`src/mdet_pkg.sv`:
```
package mdet_pkg;

  localparam int CHANNELS   = 8;
  localparam int IDX_W      = (CHANNELS > 1) ? $clog2(CHANNELS) : 1;
  localparam int CH_W       = 3;
  localparam int TS_W       = 32;
  localparam int AT_W       = 16;
  localparam int CNT_W      = 8;
  localparam int STEP_W     = 8;
  localparam int CFG_IDX_W  = 4;
  localparam int CFG_DATA_W = 8;

  localparam logic [CNT_W-1:0]  TICKS_RST = 8'd2;
  localparam logic [STEP_W-1:0] STEP_RST  = 8'd10;
  localparam logic [AT_W-1:0]   AT_MAX    = '1;

  typedef enum logic [1:0] {
    EDGE_NONE = 2'd0,
    EDGE_RISE = 2'd1,
    EDGE_FALL = 2'd2
  } edge_t;

  typedef enum logic [CFG_IDX_W-1:0] {
    REG_DEBOUNCE_TICKS = 4'd0,
    REG_TIME_STEP      = 4'd1
  } cfg_reg_t;

  typedef struct packed {
    logic              level;
    logic [CNT_W-1:0]  cnt;
    logic [AT_W-1:0]   active;
    logic [TS_W-1:0]   stamp;
  } entry_t;

  typedef struct packed {
    logic [CNT_W-1:0]  ticks;
    logic [STEP_W-1:0] step;
  } cfg_t;

  typedef struct packed {
    logic [CH_W-1:0] channel;
    logic            pin_level;
    logic [TS_W-1:0] now_ms;
  } sample_t;

  typedef struct packed {
    logic [CH_W-1:0] channel_out;
    logic            stable_level;
    edge_t           edge_res;
    logic [AT_W-1:0] active_time_ms;
    logic [TS_W-1:0] trigger_time_ms;
  } result_t;

endpackage

```
`src/mdet_in_if.sv`:
```
interface mdet_in_if;
  import mdet_pkg::*;

  logic            valid;
  logic            ready;
  logic [CH_W-1:0] channel;
  logic            pin_level;
  logic [TS_W-1:0] now_ms;

  modport source (output valid, channel, pin_level, now_ms, input ready);
  modport sink   (input valid, channel, pin_level, now_ms, output ready);
endinterface

```
`src/mdet_out_if.sv`:
```
interface mdet_out_if;
  import mdet_pkg::*;

  logic            valid;
  logic            ready;
  logic [CH_W-1:0] channel_out;
  logic            stable_level;
  logic [1:0]      edge_res;
  logic [AT_W-1:0] active_time_ms;
  logic [TS_W-1:0] trigger_time_ms;

  modport source (output valid, channel_out, stable_level, edge_res, active_time_ms,
                  trigger_time_ms, input ready);
  modport sink   (input valid, channel_out, stable_level, edge_res, active_time_ms,
                  trigger_time_ms, output ready);
endinterface

```
`src/mdet_cfg_if.sv`:
```
interface mdet_cfg_if;
  import mdet_pkg::*;

  logic                  valid;
  logic                  ready;
  logic [CFG_IDX_W-1:0]  idx;
  logic [CFG_DATA_W-1:0] data;

  modport source (output valid, idx, data, input ready);
  modport sink   (input valid, idx, data, output ready);
endinterface

```
`src/mdet_update.sv`:
```
module mdet_update (
  input  mdet_pkg::sample_t smp_i,
  input  mdet_pkg::entry_t  cur_i,
  input  mdet_pkg::cfg_t    cfg_i,
  output mdet_pkg::entry_t  nxt_o,
  output logic              wr_en_o,
  output mdet_pkg::result_t res_o
);
  import mdet_pkg::*;

  logic             present;
  logic             mismatch;
  logic             take;
  logic [CNT_W-1:0] cnt_inc;
  logic [AT_W:0]    sum;
  entry_t           base;
  edge_t            edge_v;

  always_comb begin
    present  = int'(smp_i.channel) < CHANNELS;
    mismatch = smp_i.pin_level != cur_i.level;
    cnt_inc  = cur_i.cnt + 1'b1;
    // a ticks setting of zero accepts on the first differing sample
    take     = mismatch && (cnt_inc >= cfg_i.ticks);

    base     = cur_i;
    base.cnt = (mismatch && !take) ? cnt_inc : '0;
    edge_v   = EDGE_NONE;
    if (take) begin
      base.level = smp_i.pin_level;
      if (smp_i.pin_level) begin
        edge_v      = EDGE_RISE;
        base.active = '0;
        base.stamp  = smp_i.now_ms;
      end else begin
        edge_v = EDGE_FALL;
      end
    end

    sum   = {1'b0, base.active} + {{(AT_W + 1 - STEP_W){1'b0}}, cfg_i.step};
    nxt_o = base;
    if (base.level) begin
      nxt_o.active = sum[AT_W] ? AT_MAX : sum[AT_W-1:0];
    end

    wr_en_o = present;

    res_o.channel_out = smp_i.channel;
    if (present) begin
      res_o.stable_level    = nxt_o.level;
      res_o.edge_res        = edge_v;
      res_o.active_time_ms  = nxt_o.active;
      res_o.trigger_time_ms = nxt_o.stamp;
    end else begin
      res_o.stable_level    = 1'b0;
      res_o.edge_res        = EDGE_NONE;
      res_o.active_time_ms  = '0;
      res_o.trigger_time_ms = '0;
    end
  end

endmodule

```
`src/multichannel_debounce_edge_timer.sv`:
```
// channel  direction  fields                                             transfer
// in_if    sink       channel, pin_level, now_ms                         valid & ready
// out_if   source     channel_out, stable_level, edge_res,               valid & ready
//                     active_time_ms, trigger_time_ms
// cfg_if   sink       idx (0 debounce_ticks, 1 time_step_ms), data       valid & ready
//
// one sample per cycle sustained unless the output stalls; the result is registered
// per-channel state sits in one memory read at accept and written back on advance,
// a write to the entry being read in the same cycle is forwarded into the read register
// reset clears the per-entry valid bits, invalid entries read as zero
// a stalled output holds the result register and the update stage, input waits only
// when both are full
module multichannel_debounce_edge_timer (
  input  logic             clk,
  input  logic             rst_n,
  mdet_in_if.sink          in_if,
  mdet_out_if.source       out_if,
  mdet_cfg_if.sink         cfg_if
);
  import mdet_pkg::*;

  cfg_t              cfg_r;
  cfg_t              cfg_nxt;

  entry_t            mem_r [CHANNELS];
  logic [CHANNELS-1:0] ent_vld_r;

  logic              s1_vld_r;
  sample_t           s1_smp_r;
  entry_t            rd_r;
  logic              rd_vld_r;

  logic              out_vld_r;
  result_t           out_res_r;

  logic              in_acc;
  logic              s1_adv;
  logic [IDX_W-1:0]  rd_idx;
  logic [IDX_W-1:0]  wr_idx;
  logic              wr_go;
  logic              fwd;
  entry_t            cur;
  entry_t            upd_nxt;
  logic              upd_wr;
  result_t           upd_res;

  // configuration
  assign cfg_if.ready = rst_n;

  always_comb begin
    cfg_nxt = cfg_r;
    if (cfg_if.valid) begin
      // unknown indexes are ignored
      unique case (cfg_if.idx)
        REG_DEBOUNCE_TICKS: cfg_nxt.ticks = cfg_if.data;
        REG_TIME_STEP:      cfg_nxt.step  = cfg_if.data;
        default: ;
      endcase
    end
  end

  always_ff @(posedge clk) begin
    if (!rst_n) begin
      cfg_r <= '{ticks: TICKS_RST, step: STEP_RST};
    end else begin
      cfg_r <= cfg_nxt;
    end
  end

  // handshake
  assign s1_adv       = !out_vld_r || out_if.ready;
  assign in_if.ready  = rst_n && (!s1_vld_r || s1_adv);
  assign in_acc       = in_if.valid && in_if.ready;

  assign rd_idx = IDX_W'(in_if.channel);
  assign wr_idx = IDX_W'(s1_smp_r.channel);
  assign wr_go  = s1_vld_r && s1_adv && upd_wr;
  assign fwd    = wr_go && (wr_idx == rd_idx);
  assign cur    = rd_vld_r ? rd_r : '0;

  mdet_update u_mdet_update (
    .smp_i   (s1_smp_r),
    .cur_i   (cur),
    .cfg_i   (cfg_r),
    .nxt_o   (upd_nxt),
    .wr_en_o (upd_wr),
    .res_o   (upd_res)
  );

  // state memory
  always_ff @(posedge clk) begin
    if (wr_go) begin
      mem_r[wr_idx] <= upd_nxt;
    end
    if (in_acc) begin
      rd_r <= fwd ? upd_nxt : mem_r[rd_idx];
    end
  end

  always_ff @(posedge clk) begin
    if (!rst_n) begin
      ent_vld_r <= '0;
      rd_vld_r  <= 1'b0;
    end else begin
      if (wr_go) begin
        ent_vld_r[wr_idx] <= 1'b1;
      end
      if (in_acc) begin
        rd_vld_r <= fwd || ent_vld_r[rd_idx];
      end
    end
  end

  // update stage and result register
  always_ff @(posedge clk) begin
    if (!rst_n) begin
      s1_vld_r  <= 1'b0;
      out_vld_r <= 1'b0;
    end else begin
      if (in_acc) begin
        s1_vld_r <= 1'b1;
      end else if (s1_adv) begin
        s1_vld_r <= 1'b0;
      end
      if (s1_adv) begin
        out_vld_r <= s1_vld_r;
      end
    end
  end

  always_ff @(posedge clk) begin
    if (in_acc) begin
      s1_smp_r <= '{channel: in_if.channel, pin_level: in_if.pin_level, now_ms: in_if.now_ms};
    end
    if (s1_adv && s1_vld_r) begin
      out_res_r <= upd_res;
    end
  end

  assign out_if.valid           = out_vld_r;
  assign out_if.channel_out     = out_res_r.channel_out;
  assign out_if.stable_level    = out_res_r.stable_level;
  assign out_if.edge_res        = out_res_r.edge_res;
  assign out_if.active_time_ms  = out_res_r.active_time_ms;
  assign out_if.trigger_time_ms = out_res_r.trigger_time_ms;

endmodule

```
`src/flat_wrapper.sv`:
```
// flat-port wrapper written by rule: the top's interface ports become plain ports
module multichannel_debounce_edge_timer_flat import mdet_pkg::*;
  (clk, rst_n, in_if_valid, in_if_channel, in_if_pin_level, in_if_now_ms, in_if_ready, out_if_valid, out_if_channel_out, out_if_stable_level, out_if_edge_res, out_if_active_time_ms, out_if_trigger_time_ms, out_if_ready, cfg_if_valid, cfg_if_idx, cfg_if_data, cfg_if_ready);
  mdet_in_if in_if_i ();
  mdet_out_if out_if_i ();
  mdet_cfg_if cfg_if_i ();
  input  logic clk;
  input  logic rst_n;
  input wire logic [$bits(in_if_i.valid)-1:0] in_if_valid;
  input wire logic [$bits(in_if_i.channel)-1:0] in_if_channel;
  input wire logic [$bits(in_if_i.pin_level)-1:0] in_if_pin_level;
  input wire logic [$bits(in_if_i.now_ms)-1:0] in_if_now_ms;
  output wire logic [$bits(in_if_i.ready)-1:0] in_if_ready;
  output wire logic [$bits(out_if_i.valid)-1:0] out_if_valid;
  output wire logic [$bits(out_if_i.channel_out)-1:0] out_if_channel_out;
  output wire logic [$bits(out_if_i.stable_level)-1:0] out_if_stable_level;
  output wire logic [$bits(out_if_i.edge_res)-1:0] out_if_edge_res;
  output wire logic [$bits(out_if_i.active_time_ms)-1:0] out_if_active_time_ms;
  output wire logic [$bits(out_if_i.trigger_time_ms)-1:0] out_if_trigger_time_ms;
  input wire logic [$bits(out_if_i.ready)-1:0] out_if_ready;
  input wire logic [$bits(cfg_if_i.valid)-1:0] cfg_if_valid;
  input wire logic [$bits(cfg_if_i.idx)-1:0] cfg_if_idx;
  input wire logic [$bits(cfg_if_i.data)-1:0] cfg_if_data;
  output wire logic [$bits(cfg_if_i.ready)-1:0] cfg_if_ready;
  assign in_if_i.valid = in_if_valid;
  assign in_if_i.channel = in_if_channel;
  assign in_if_i.pin_level = in_if_pin_level;
  assign in_if_i.now_ms = in_if_now_ms;
  assign in_if_ready = in_if_i.ready;
  assign out_if_valid = out_if_i.valid;
  assign out_if_channel_out = out_if_i.channel_out;
  assign out_if_stable_level = out_if_i.stable_level;
  assign out_if_edge_res = out_if_i.edge_res;
  assign out_if_active_time_ms = out_if_i.active_time_ms;
  assign out_if_trigger_time_ms = out_if_i.trigger_time_ms;
  assign out_if_i.ready = out_if_ready;
  assign cfg_if_i.valid = cfg_if_valid;
  assign cfg_if_i.idx = cfg_if_idx;
  assign cfg_if_i.data = cfg_if_data;
  assign cfg_if_ready = cfg_if_i.ready;
  multichannel_debounce_edge_timer u_core (.clk(clk), .rst_n(rst_n), .in_if(in_if_i), .out_if(out_if_i), .cfg_if(cfg_if_i));
endmodule
```
`config.mk`:
```
export PLATFORM = sky130hd
export DESIGN_NAME = multichannel_debounce_edge_timer_flat
export DESIGN_NICKNAME = d
export VERILOG_FILES = /design/src/mdet_pkg.sv /design/src/mdet_in_if.sv /design/src/mdet_out_if.sv /design/src/mdet_cfg_if.sv /design/src/mdet_update.sv /design/src/multichannel_debounce_edge_timer.sv /design/src/flat_wrapper.sv
export SDC_FILE = /design/constraint.sdc
export NUM_CORES = 1
export LEC_CHECK = 0
export BUFFER_PORTS_ARGS = -buffer_cell sky130_fd_sc_hd__buf_2
export CAP_MARGIN = 20
export CELL_PAD_IN_SITES_DETAIL_PLACEMENT = 1
export CELL_PAD_IN_SITES_GLOBAL_PLACEMENT = 2
export CORE_UTILIZATION = 51
export DETAILED_ROUTE_END_ITERATION = 6
export PLACE_DENSITY = 0.83
export SYNTH_ARGS = -nofsm -noshare
export SYNTH_HDL_FRONTEND = slang
export SYNTH_SLANG_ARGS = --single-unit
```
`constraint.sdc`:
```
create_clock -name clk -period 21.4 [get_ports clk]
set_input_delay 2.14 -clock clk [delete_from_list [all_inputs] [get_ports clk]]
set_output_delay 2.14 -clock clk [all_outputs]
set_load 0.05 [all_outputs]
```
==> impl_metrics.json, run 1 <==
{
  "status": "completed",
  "cts-resized-gates": 0,
  "fin_tns_setup_ns": 0,
  "grt_pass1_wl_um": 85900,
  "ios": 110,
  "synth_top_area_cell": "edfxtp_1",
  "tightest_slew_ns": 0.999,
  "multi_input_area_um2": 6020,
  "synth_edf_count": 603,
  "crit_slowest_cell": "o21ai_0",
  "drc": 0,
  "cts_made_buffers": 61,
  "drive_above_1_share_pct": 24.0,
  "coreArea_um2": 48000,
  "final_hold_viol_count": 0,
  "path_cells": "buf_4 > and2_1 > ha_1 > nand3_1 > or3_1 > a21boi_0 > ha_1 > a21o_1 > a211oi_1 > o21a_1 > a21o_2 > and2_1 > ha_1 > or4_1 > o21ai_0 > o21ba_2 > nand2_1 > a21oi_1 > xnor2_1 > o21ai_0",
  "crit_path_frequent_cell": "ha_1",
  "syn_to_final_growth_pct": 12.9,
  "fp.dieArea_um2": 49900,
  "min_from": "u_core.ent_vld_r[7]$_SDFFE_PN0P_",
  "top_usage_layer": "met2",
  "cts.path.max_buffers": 3,
  "synth.distinct_cells": 64,
  "clkLatencyLatePin_ns": 0.64,
  "synthArstFlopShare_pct": 0,
  "worstSetupPathType": "register to register",
  "grt_max_degree": 61,
  "worstPathArrival_ns": 6.68,
  "final.fill_count": 4206,
  "grt_antenna_before_repair": 0,
  "die_x_um": 223,
  "p_seq_share_pct": 53.8,
  "relSlewSlack_pct": 33.4,
  "final_nets": 1551,
  "power.clock.fraction_pct": 40.6,
  "avgSynthCellArea_um2": 18.6,
  "place_ws_ns": 15.12,
  "crit_path_start": "u_core.rd_vld_r$_SDFFE_PN0P_",
  "floorplan.initialDensity_pct": 52.0,
  "r2r_slack_ns": 15.02,
  "hold_buffers": 0,
  "final_common_cell": "edfxtp_1",
  "p_int_mw": 2.03,
  "synthTopCellsByArea": "edfxtp_1 (72%), mux4_2 (10%), dfxtp_1 (2.2%)",
  "die_h_um": 223,
  "syn_area_um2": 25000,
  "ant_nets": 0,
  "cts.htree.levels": 2,
  "clkSinkCount": 630,
  "start_kind": "register",
  "grtUsageTotal_pct": 23.2,
  "synth_warnings": 0,
  "finalPower_mw": 2.58,
  "ir_worst_vdd_mv": 0.0699,
  "synth_top_area_share_pct": 72.4,
  "finalMaxSlewViolations": 0,
  "cts_root_buffer": "clkbuf_16",
  "worstPathRequired_ns": 21.69,
  "grt_use_met3_pct": 3.27,
  "setup_slack_ns": 15.02,
  "reg2reg_from": "u_core.rd_vld_r$_SDFFE_PN0P_",
  "cts_setup_buffers": 0,
  "worst_hold_path_type": "register to register",
  "overflow": 0,
  "first_iter_violations": 915,
  "sw_frac_of_total_pct": 21.5,
  "rr_worst_depth": 20,
  "min_to": "u_core.ent_vld_r[7]$_SDFFE_PN0P_",
  "hold_depth": 1,
  "global_route.usage.met1_pct": 31.8,
  "p_leak_nw": 9.60,
  "p_comb_share_pct": 5.6,
  "port_buffers": 109,
  "slowest_delay_ns": 0.75,
  "hpwl_um": 31600,
  "seq_area_frac_synth_pct": 74.6,
  "endpoint_kind": "register",
  "maxCapViolations": 0,
  "place.gp.congestion": 0.803,
  "synth_nets": 1418,
  "seq_area_um2": 18600,
  "max_freq_mhz": 157,
  "setup_viol": 0,
  "synth_cells": 1347,
  "ys_ff_latch": 630,
  "num_vias": 12953,
  "avgRoutedWirePerCell_um": 26.3,
  "drt_wl_total_um": 56500,
  "firstDrtPassIters": 5,
  "switching_power_mw": 0.556,
  "grt_pass1_vias": 14173,
  "ys.flop_type": "edfxtp_1",
  "n_antenna_cell": 0,
  "rsz0062_at_grt": "no",
  "final_cell_mix": "edfxtp_1 (603), mux4_2 (116), buf_2 (106)",
  "power.density_nw_per_um2": 91.6,
  "cts_tree": "yes",
  "finalCritPeriodShare_pct": 29.8,
  "cp_max_fo": 34,
  "path_clk_slew_ns": 0.06,
  "clock_skew_ns": 0.0275,
  "rr_endpoint": "u_core.mem_r[6][43]$_DFFE_PP_",
  "fp-row-count": 80,
  "grtUsageMet2_pct": 39.1,
  "layout_min_cycle_time_ns": 6.38,
  "via_per_inst": 6.03
}
[metal layers]
layer	vias to the layer above	wire, um
li1	5662	-
met1	6892	24500
met2	327	28500
met3	72	2500
met4	0	1030
met5	-	0
[registers in the layout, summed over array words and instances (netlist names)]
signal                         cells
u_core.mem_r                     456
u_core.rd_r                       57
u_core.s1_smp_r                   33
u_core.out_if.trigger_time_ms     32
u_core.cfg_r                      16
u_core.out_if.active_time_ms      16
u_core.ent_vld_r                   8
u_core.out_if.channel_out          3
u_core.wr_idx                      3
u_core.out_if.edge_res             2
u_core.out_if.stable_level         1
u_core.out_if.valid                1
u_core.rd_vld_r                    1
u_core.s1_vld_r                    1
[worst max-delay path, delay by kind of cell (launching register included)]
kind / cells / cell delay (ns)
AND/OR/NAND/NOR: 6 / 1.54
XOR/XNOR: 1 / 0.16
adder cells (fa/ha/maj): 3 / 0.78
AO/OA/AOI/OAI: 9 / 2.54
buffers and inverters: 1 / 0.50
flip-flops: 1 / 0.51
[synthesized netlist by cell type (all sizes together), types with 2 or more instances]
cell    number
edfxtp     603
clkbuf      34
dfxtp       27
mux4       116
o22ai        8
a21boi       2
and2        18
nor2b       55
xnor2        8
nand4        4
ha          17
buf         32
nor2        40
nand2b       5
a211oi      37
o211ai       5
a31o         2
mux2         2
a21oi       15
o21ai       23
and3         7
a31oi       36
nor3         5
o21a        17
nand3       39
mux2i       40
or2          4
nor4         3
a21o         5
or3          2
inv         16
nand2      100
xor2         6
[metrics by stage]
stage | util [%] | std cells | instance area [um^2] | hold WS, ns
2_1_floorplan | - | 1347 | 25000 | 0.435
3_3_place_gp | 54.6 | 2032 | 26300 | 0.443
3_5_place_dp | 54.6 | 2032 | 26300 | 0.455
4_1_cts | 58.7 | 2147 | 28200 | 0.466
5_1_grt | 58.7 | 2147 | 28200 | 0.489
6_report | 58.7 | 2147 | 28200 | 0.463
[power groups by stage]
| stage | Combinational (mW) | Clock, mW | Sequential, mW |
|---|---|---|---|
| CTS | 0.148 | 1.07 | 1.39 |
| global route | 0.158 | 1.11 | 1.39 |
| finish | 0.146 | 1.05 | 1.39 |
| floorplan | 0.0871 | 0 | 1.43 |
| global placement | 0.142 | 0 | 1.41 |
| detailed placement | 0.148 | 0 | 1.41 |
[kinds of logic (layout without fill, tap and decap cells)]
| kind of cell | Yosys count | in the layout | share of synthesized area [%] |
|---|---|---|---|
| AOI/OAI and AO/OA | 159 | 159 | 4.58 |
| xor gates and xnor gates | 14 | 14 | 0.490 |
| adders and majority gates | 18 | 18 | 0.931 |
| buffers and inverters | 82 | 267 | 1.55 |
| DFF | 630 | 630 | 74.6 |
| muxes | 158 | 158 | 12.1 |
| and+or+nand+nor | 286 | 286 | 5.71 |
[final cells by class]
| cell class | count | area share (%) |
|---|---|---|
| inverters | 16 | 0.213 |
| clock buffers | 91 | 6.06 |
| clock inverters | 24 | 0.887 |
| multi-input cells | 635 | 21.3 |
| repair buffers | 136 | 2.69 |
| well taps | 615 | 2.73 |
| flip-flops and latches | 630 | 66.1 |
[how the worst max path moves through the flow]
stage	endpoint	slack [ns]	cells past startpoint
detailed placement	u_core.mem_r[1][37]$_DFFE_PP_	15.12	22
global placement	u_core.rd_r[40]$_DFFE_PP_	15.47	21
finish	u_core.mem_r[6][43]$_DFFE_PP_	15.02	20
CTS	u_core.mem_r[7][41]$_DFFE_PP_	15.01	20
global route	u_core.mem_r[1][33]$_DFFE_PP_	14.62	22
floorplan	u_core.mem_r[0][0]$_DFFE_PP_	12.85	3
(Power assumes the default switching activity.)
==> inputs of run 2 (changes only) <==
CORE_UTILIZATION = 47   (was 51)
PLACE_DENSITY = 0.78   (was 0.83)
clock period = 5.9 ns   (was 21.4 ns; I/O delays follow)
==> impl_metrics.json, run 2 (synthesis gave the netlist of run 1 again) <==
{
  "final_hold_viol_count": 0,
  "p_int_mw": 7.41,
  "drc": 0,
  "avgRoutedWirePerCell_um": 25.5,
  "ant_nets": 0,
  "cp_max_fo": 15,
  "switching_power_mw": 2.07,
  "layout_min_cycle_time_ns": 5.50,
  "hold_depth": 1,
  "grt_pass1_wl_um": 85800,
  "n_antenna_cell": 0,
  "drive_above_1_share_pct": 25.3,
  "ios": 110,
  "min_from": "in_if_now_ms[30]",
  "num_vias": 12934,
  "endpoint_kind": "register",
  "maxCapViolations": 0,
  "rsz0062_at_grt": "no",
  "finalPower_mw": 9.49,
  "worst_hold_path_type": "input port to register",
  "r2r_slack_ns": 0.40,
  "wl_met2_um": 27400,
  "floorplan.initialDensity_pct": 47.6,
  "worstSetupPathType": "register to register",
  "cts.path.max_buffers": 3,
  "cts_setup_buffers": 0,
  "clkSinkCount": 630,
  "rr_endpoint": "u_core.rd_r[40]$_DFFE_PP_",
  "fp.dieArea_um2": 54100,
  "worstPathRequired_ns": 6.25,
  "max_freq_mhz": 182,
  "reg2reg_from": "u_core.rd_vld_r$_SDFFE_PN0P_",
  "firstDrtPassIters": 5,
  "die_x_um": 233,
  "path_clk_slew_ns": 0.06,
  "p_leak_nw": 9.67,
  "syn_to_final_growth_pct": 13.8,
  "fp-row-count": 84,
  "die_h_um": 233,
  "grt_antenna_before_repair": 0,
  "status": "completed",
  "fin_tns_setup_ns": 0,
  "worstPathArrival_ns": 5.85,
  "first_iter_violations": 919,
  "finalCritPeriodShare_pct": 93.2,
  "grt_max_degree": 76,
  "place.gp.congestion": 0.778,
  "largest_register_ffs": 456,
  "wl_met3_um": 2800,
  "final_cell_mix": "edfxtp_1 (603), mux4_2 (116), buf_2 (107)",
  "finalMaxSlewViolations": 0,
  "largest-register": "u_core.mem_r",
  "power.clock.fraction_pct": 41.2,
  "clock_skew_ns": 0.0221,
  "p_comb_share_pct": 5.6,
  "relSlewSlack_pct": 25.7,
  "port_buffers": 109,
  "drt_wl_total_um": 56600,
  "largest_registers": "u_core.mem_r: 456 flops, u_core.rd_r: 57 flops, u_core.s1_smp_r: 33 flops",
  "cts_tree": "yes",
  "overflow": 0,
  "hold_buffers": 0,
  "cts.htree.levels": 3,
  "power.density_nw_per_um2": 333,
  "cts_root_buffer": "clkbuf_16",
  "ir_worst_vdd_mv": 0.317,
  "p_seq_share_pct": 53.1,
  "tightest_slew_ns": 1.11,
  "hpwl_um": 31400,
  "grt_pass1_vias": 14043,
  "rr_worst_depth": 20,
  "grtUsageTotal_pct": 21.6,
  "drt-met1-wl_um": 24900,
  "final_nets": 1559,
  "routed.top_layer": "met4",
  "final_common_cell": "edfxtp_1",
  "min_to": "u_core.s1_smp_r[30]$_DFFE_PP_",
  "setup_viol": 0,
  "clkLatencyLatePin_ns": 0.61,
  "via_per_inst": 5.82,
  "start_kind": "register",
  "cts_made_buffers": 67,
  "sw_frac_of_total_pct": 21.9,
  "coreArea_um2": 52600
}
-- run 2: metrics by stage --
step	hold slack, ns	area, um^2	util (%)	cells	setup slack (ns)
5_1_grt	0.131	28500	54.1	2224	0.0375
3_3_place_gp	0.442	26400	50.2	2105	0.466
4_1_cts	0.116	28400	54.1	2223	0.107
2_1_floorplan	0.435	25000	-	1347	0.392
3_5_place_dp	0.454	26400	50.2	2106	0.133
6_report	0.158	28500	54.1	2224	0.399
-- run 2: area by class of cell --
class	instances	area, um^2
Sequential cell	630	18600
Multi-Input combinational cell	635	6070
Timing Repair Buffer	138	797
Fill cell	4761	24100
Clock buffer	83	1780
Tap cell	688	861
Inverter	16	60.1
Clock inverter	34	236
-- run 2: worst max-delay path by stage --
stage,startpoint,endpoint,slack (ns),cells past startpoint
global placement,u_core.rd_vld_r$_SDFFE_PN0P_,u_core.out_if.active_time_ms[11]$_DFFE_PP_,0.47,19
floorplan,u_core.out_if.valid$_SDFFE_PN0N_,u_core.mem_r[4][0]$_DFFE_PP_,0.39,3
finish,u_core.rd_vld_r$_SDFFE_PN0P_,u_core.rd_r[40]$_DFFE_PP_,0.40,20
global route,u_core.rd_vld_r$_SDFFE_PN0P_,u_core.rd_r[40]$_DFFE_PP_,0.04,20
CTS,u_core.rd_vld_r$_SDFFE_PN0P_,u_core.mem_r[3][33]$_DFFE_PP_,0.11,21
detailed placement,u_core.rd_vld_r$_SDFFE_PN0P_,u_core.mem_r[2][33]$_DFFE_PP_,0.13,21
-- run 2: power groups by stage --
stage / Sequential [mW] / Clock [mW] / Combinational [mW]
5_1_grt: 5.04 / 4.15 / 0.579
2_1_floorplan: 5.18 / 0 / 0.316
4_1_cts: 5.04 / 4.00 / 0.542
6_report: 5.04 / 3.91 / 0.536
3_5_place_dp: 5.13 / 0 / 0.540
3_3_place_gp: 5.13 / 0 / 0.523
-- run 2: repair_timing --
| item | 4_1_cts | 5_1_grt |
|---|---|---|
| endpoints found under the hold margin | 0 | 0 |
| setup endpoints to repair | 0 | 91 |
| resized for setup | 0 | 14 |
-- run 2: metal layers --
| layer | vias to the layer above | GRT usage [%] |
|---|---|---|
| met5 | - | 0 |
| met4 | 0 | 8.09 |
| met3 | 103 | 3.31 |
| met2 | 360 | 35.3 |
| met1 | 6787 | 29.5 |
| li1 | 5684 | - |
-- run 2: critical path, cell delays in order (launching register included) --
cell and delay, ns:
dfxtp_2 0.49, and2_1 0.25, ha_1 0.20, nand3_1 0.13
or3_1 0.36, a21boi_0 0.24, ha_1 0.30, a21o_1 0.23
a211oi_1 0.29, o21a_1 0.20, a21o_4 0.23, and2_2 0.20
ha_1 0.18, inv_1 0.06, fa_1 0.43, nor2b_1 0.19
o31a_1 0.20, o21bai_1 0.17, a21oi_4 0.25, mux2_2 0.45
a21o_1 0.19
==> inputs of run 3 (changes only) <==
REMOVE_ABC_BUFFERS = 1   (was default)
==> impl_metrics.json, run 3 (synthesis gave the netlist of run 1 again) <==
{
  "endpoint_kind": "register",
  "cp_max_fo": 15,
  "drc": 0,
  "cts.htree.levels": 3,
  "hold_depth": 1,
  "rr_worst_depth": 20,
  "hpwl_um": 30700,
  "firstDrtPassIters": 5,
  "largest-register": "u_core.mem_r",
  "clkLatencyLatePin_ns": 0.61,
  "wl_met2_um": 28900,
  "cts.path.max_buffers": 3,
  "grt_antenna_before_repair": 0,
  "wl_met3_um": 2620,
  "avgRoutedWirePerCell_um": 25.7,
  "syn_to_final_growth_pct": 13.8,
  "layout_min_cycle_time_ns": 5.48,
  "status": "completed",
  "place.gp.congestion": 0.787,
  "worstPathArrival_ns": 5.83,
  "cts_tree": "yes",
  "power.density_nw_per_um2": 335,
  "final_cell_mix": "edfxtp_1 (603), mux4_2 (116), buf_2 (106)",
  "crit_path_frequent_cell": "ha_1",
  "hold_buffers": 0,
  "ios": 110,
  "min_from": "in_if_now_ms[22]",
  "first_iter_violations": 909,
  "final_hold_viol_count": 0,
  "min_to": "u_core.s1_smp_r[22]$_DFFE_PP_",
  "clock_skew_ns": 0.0303,
  "grt_pass1_wl_um": 86800,
  "slowest_delay_ns": 0.47,
  "start_kind": "register",
  "p_seq_share_pct": 52.8,
  "finalMaxSlewViolations": 0,
  "max_freq_mhz": 182,
  "final.fill_count": 4747,
  "cts_made_buffers": 67,
  "relSlewSlack_pct": 26.3,
  "coreArea_um2": 52600,
  "n_antenna_cell": 0,
  "cts_root_buffer": "clkbuf_16",
  "drive_above_1_share_pct": 24.8,
  "rr_endpoint": "u_core.rd_r[40]$_DFFE_PP_",
  "r2r_slack_ns": 0.42,
  "ir_worst_vdd_mv": 0.276,
  "worstSetupPathType": "register to register",
  "worst-path-buf-inv": 1,
  "final_common_cell": "edfxtp_1",
  "port_buffers": 109,
  "maxCapViolations": 0,
  "finalPower_mw": 9.53,
  "drt-met1-wl_um": 24300,
  "place_ws_ns": 0.252,
  "overflow": 0,
  "die_x_um": 233,
  "drt_wl_total_um": 56900,
  "path_clk_slew_ns": 0.06,
  "floorplan.initialDensity_pct": 47.6,
  "cpLargestDelayFamily": "compound AO/OA/AOI/OAI gates",
  "grt_pass1_vias": 13957,
  "p_comb_share_pct": 5.6,
  "die_h_um": 233,
  "tightest_slew_ns": 1.11,
  "stdcell_area_um2": 28400,
  "worst_hold_path_type": "input port to register",
  "routed.top_layer": "met4",
  "via_per_inst": 5.80,
  "grtUsageTotal_pct": 21.9,
  "p_leak_nw": 9.66,
  "switching_power_mw": 2.07,
  "grt_max_degree": 73,
  "final_nets": 1556,
  "hold_slack_ns": 0.156,
  "power.clock.fraction_pct": 41.5,
  "dpl_cell_area_um2": 26400,
  "p_int_mw": 7.46,
  "sw_frac_of_total_pct": 21.7,
  "clkSinkCount": 630,
  "path_cells": "and2_1 > ha_1 > nand3_1 > or3_1 > a21boi_1 > ha_1 > a21o_1 > a211oi_1 > o21a_1 > a21o_4 > and2_2 > ha_1 > inv_1 > fa_1 > nor2b_1 > o31a_1 > o21bai_1 > a21oi_4 > mux2_2 > a21o_1",
  "reg2reg_from": "u_core.rd_vld_r$_SDFFE_PN0P_",
  "ant_nets": 0,
  "setup_viol": 0,
  "largest_register_ffs": 456,
  "fp.dieArea_um2": 54100,
  "crit_slowest_cell": "dfxtp_2",
  "worstPathRequired_ns": 6.25,
  "rsz0062_at_grt": "no",
  "fp-row-count": 84,
  "crit_path_start": "u_core.rd_vld_r$_SDFFE_PN0P_",
  "num_vias": 12859,
  "finalCritPeriodShare_pct": 92.9,
  "largest_registers": "u_core.mem_r: 456 flops, u_core.rd_r: 57 flops, u_core.s1_smp_r: 33 flops",
  "setup_slack_ns": 0.420
}
-- run 3: cell types whose count changed in the layout (fill, tap and decap cells not counted), moves of 2 or more --
cell      previous run  this run
clkinv_2            10         5
buf_4               28        25
clkbuf_8             0         3
nor2_1              30        33
inv_6                3         1
nor2_2               6         4
-- run 3: how the worst max path moves through the flow --
stage / end / cells after the start
after detailed placement: u_core.mem_r[6][33]$_DFFE_PP_ / 21
after floorplan: u_core.mem_r[0][0]$_DFFE_PP_ / 3
after global routing: u_core.rd_r[40]$_DFFE_PP_ / 20
after global placement: u_core.rd_r[40]$_DFFE_PP_ / 20
final: u_core.rd_r[40]$_DFFE_PP_ / 20
after CTS: u_core.mem_r[6][33]$_DFFE_PP_ / 21
-- run 3: layer usage --
metal	vias up	GRT usage (%)
met5	-	0
met3	64	3.39
li1	5670	-
met1	6812	29.0
met4	0	6.33
met2	313	37.4
-- run 3: area by class of cell --
class / count / area (um^2) / area share [%]
Sequential cell: 630 / 18600 / 65.6
Multi-Input combinational cell: 635 / 6040 / 21.2
Clock buffer: 86 / 1830 / 6.44
Tap cell: 688 / 861 / 3.03
Timing Repair Buffer: 135 / 792 / 2.78
Clock inverter: 28 / 210 / 0.739
Inverter: 16 / 60.1 / 0.211
-- run 3: power groups by stage --
stage               logic, mW  clock network, mW  registers [mW]
floorplan               0.263                  0            5.19
global placement        0.528                  0            5.12
detailed placement      0.543                  0            5.13
CTS                     0.546               4.06            5.04
global route            0.582               4.20            5.04
finish                  0.538               3.96            5.04
-- run 3: metrics by stage --
stage,std cells,setup TNS (ns),util [%]
after floorplan,1281,-121.66,-
after global placement,2104,0,50.2
after detailed placement,2104,0,50.2
after CTS,2218,0,54.1
after global routing,2218,0,54.1
final,2218,0,54.1
-- run 3: what timing repair did --
action                     in CTS  in global routing
gates resized for setup         0                 11
setup buffers                   0                  0
setup endpoints to repair       0                 91
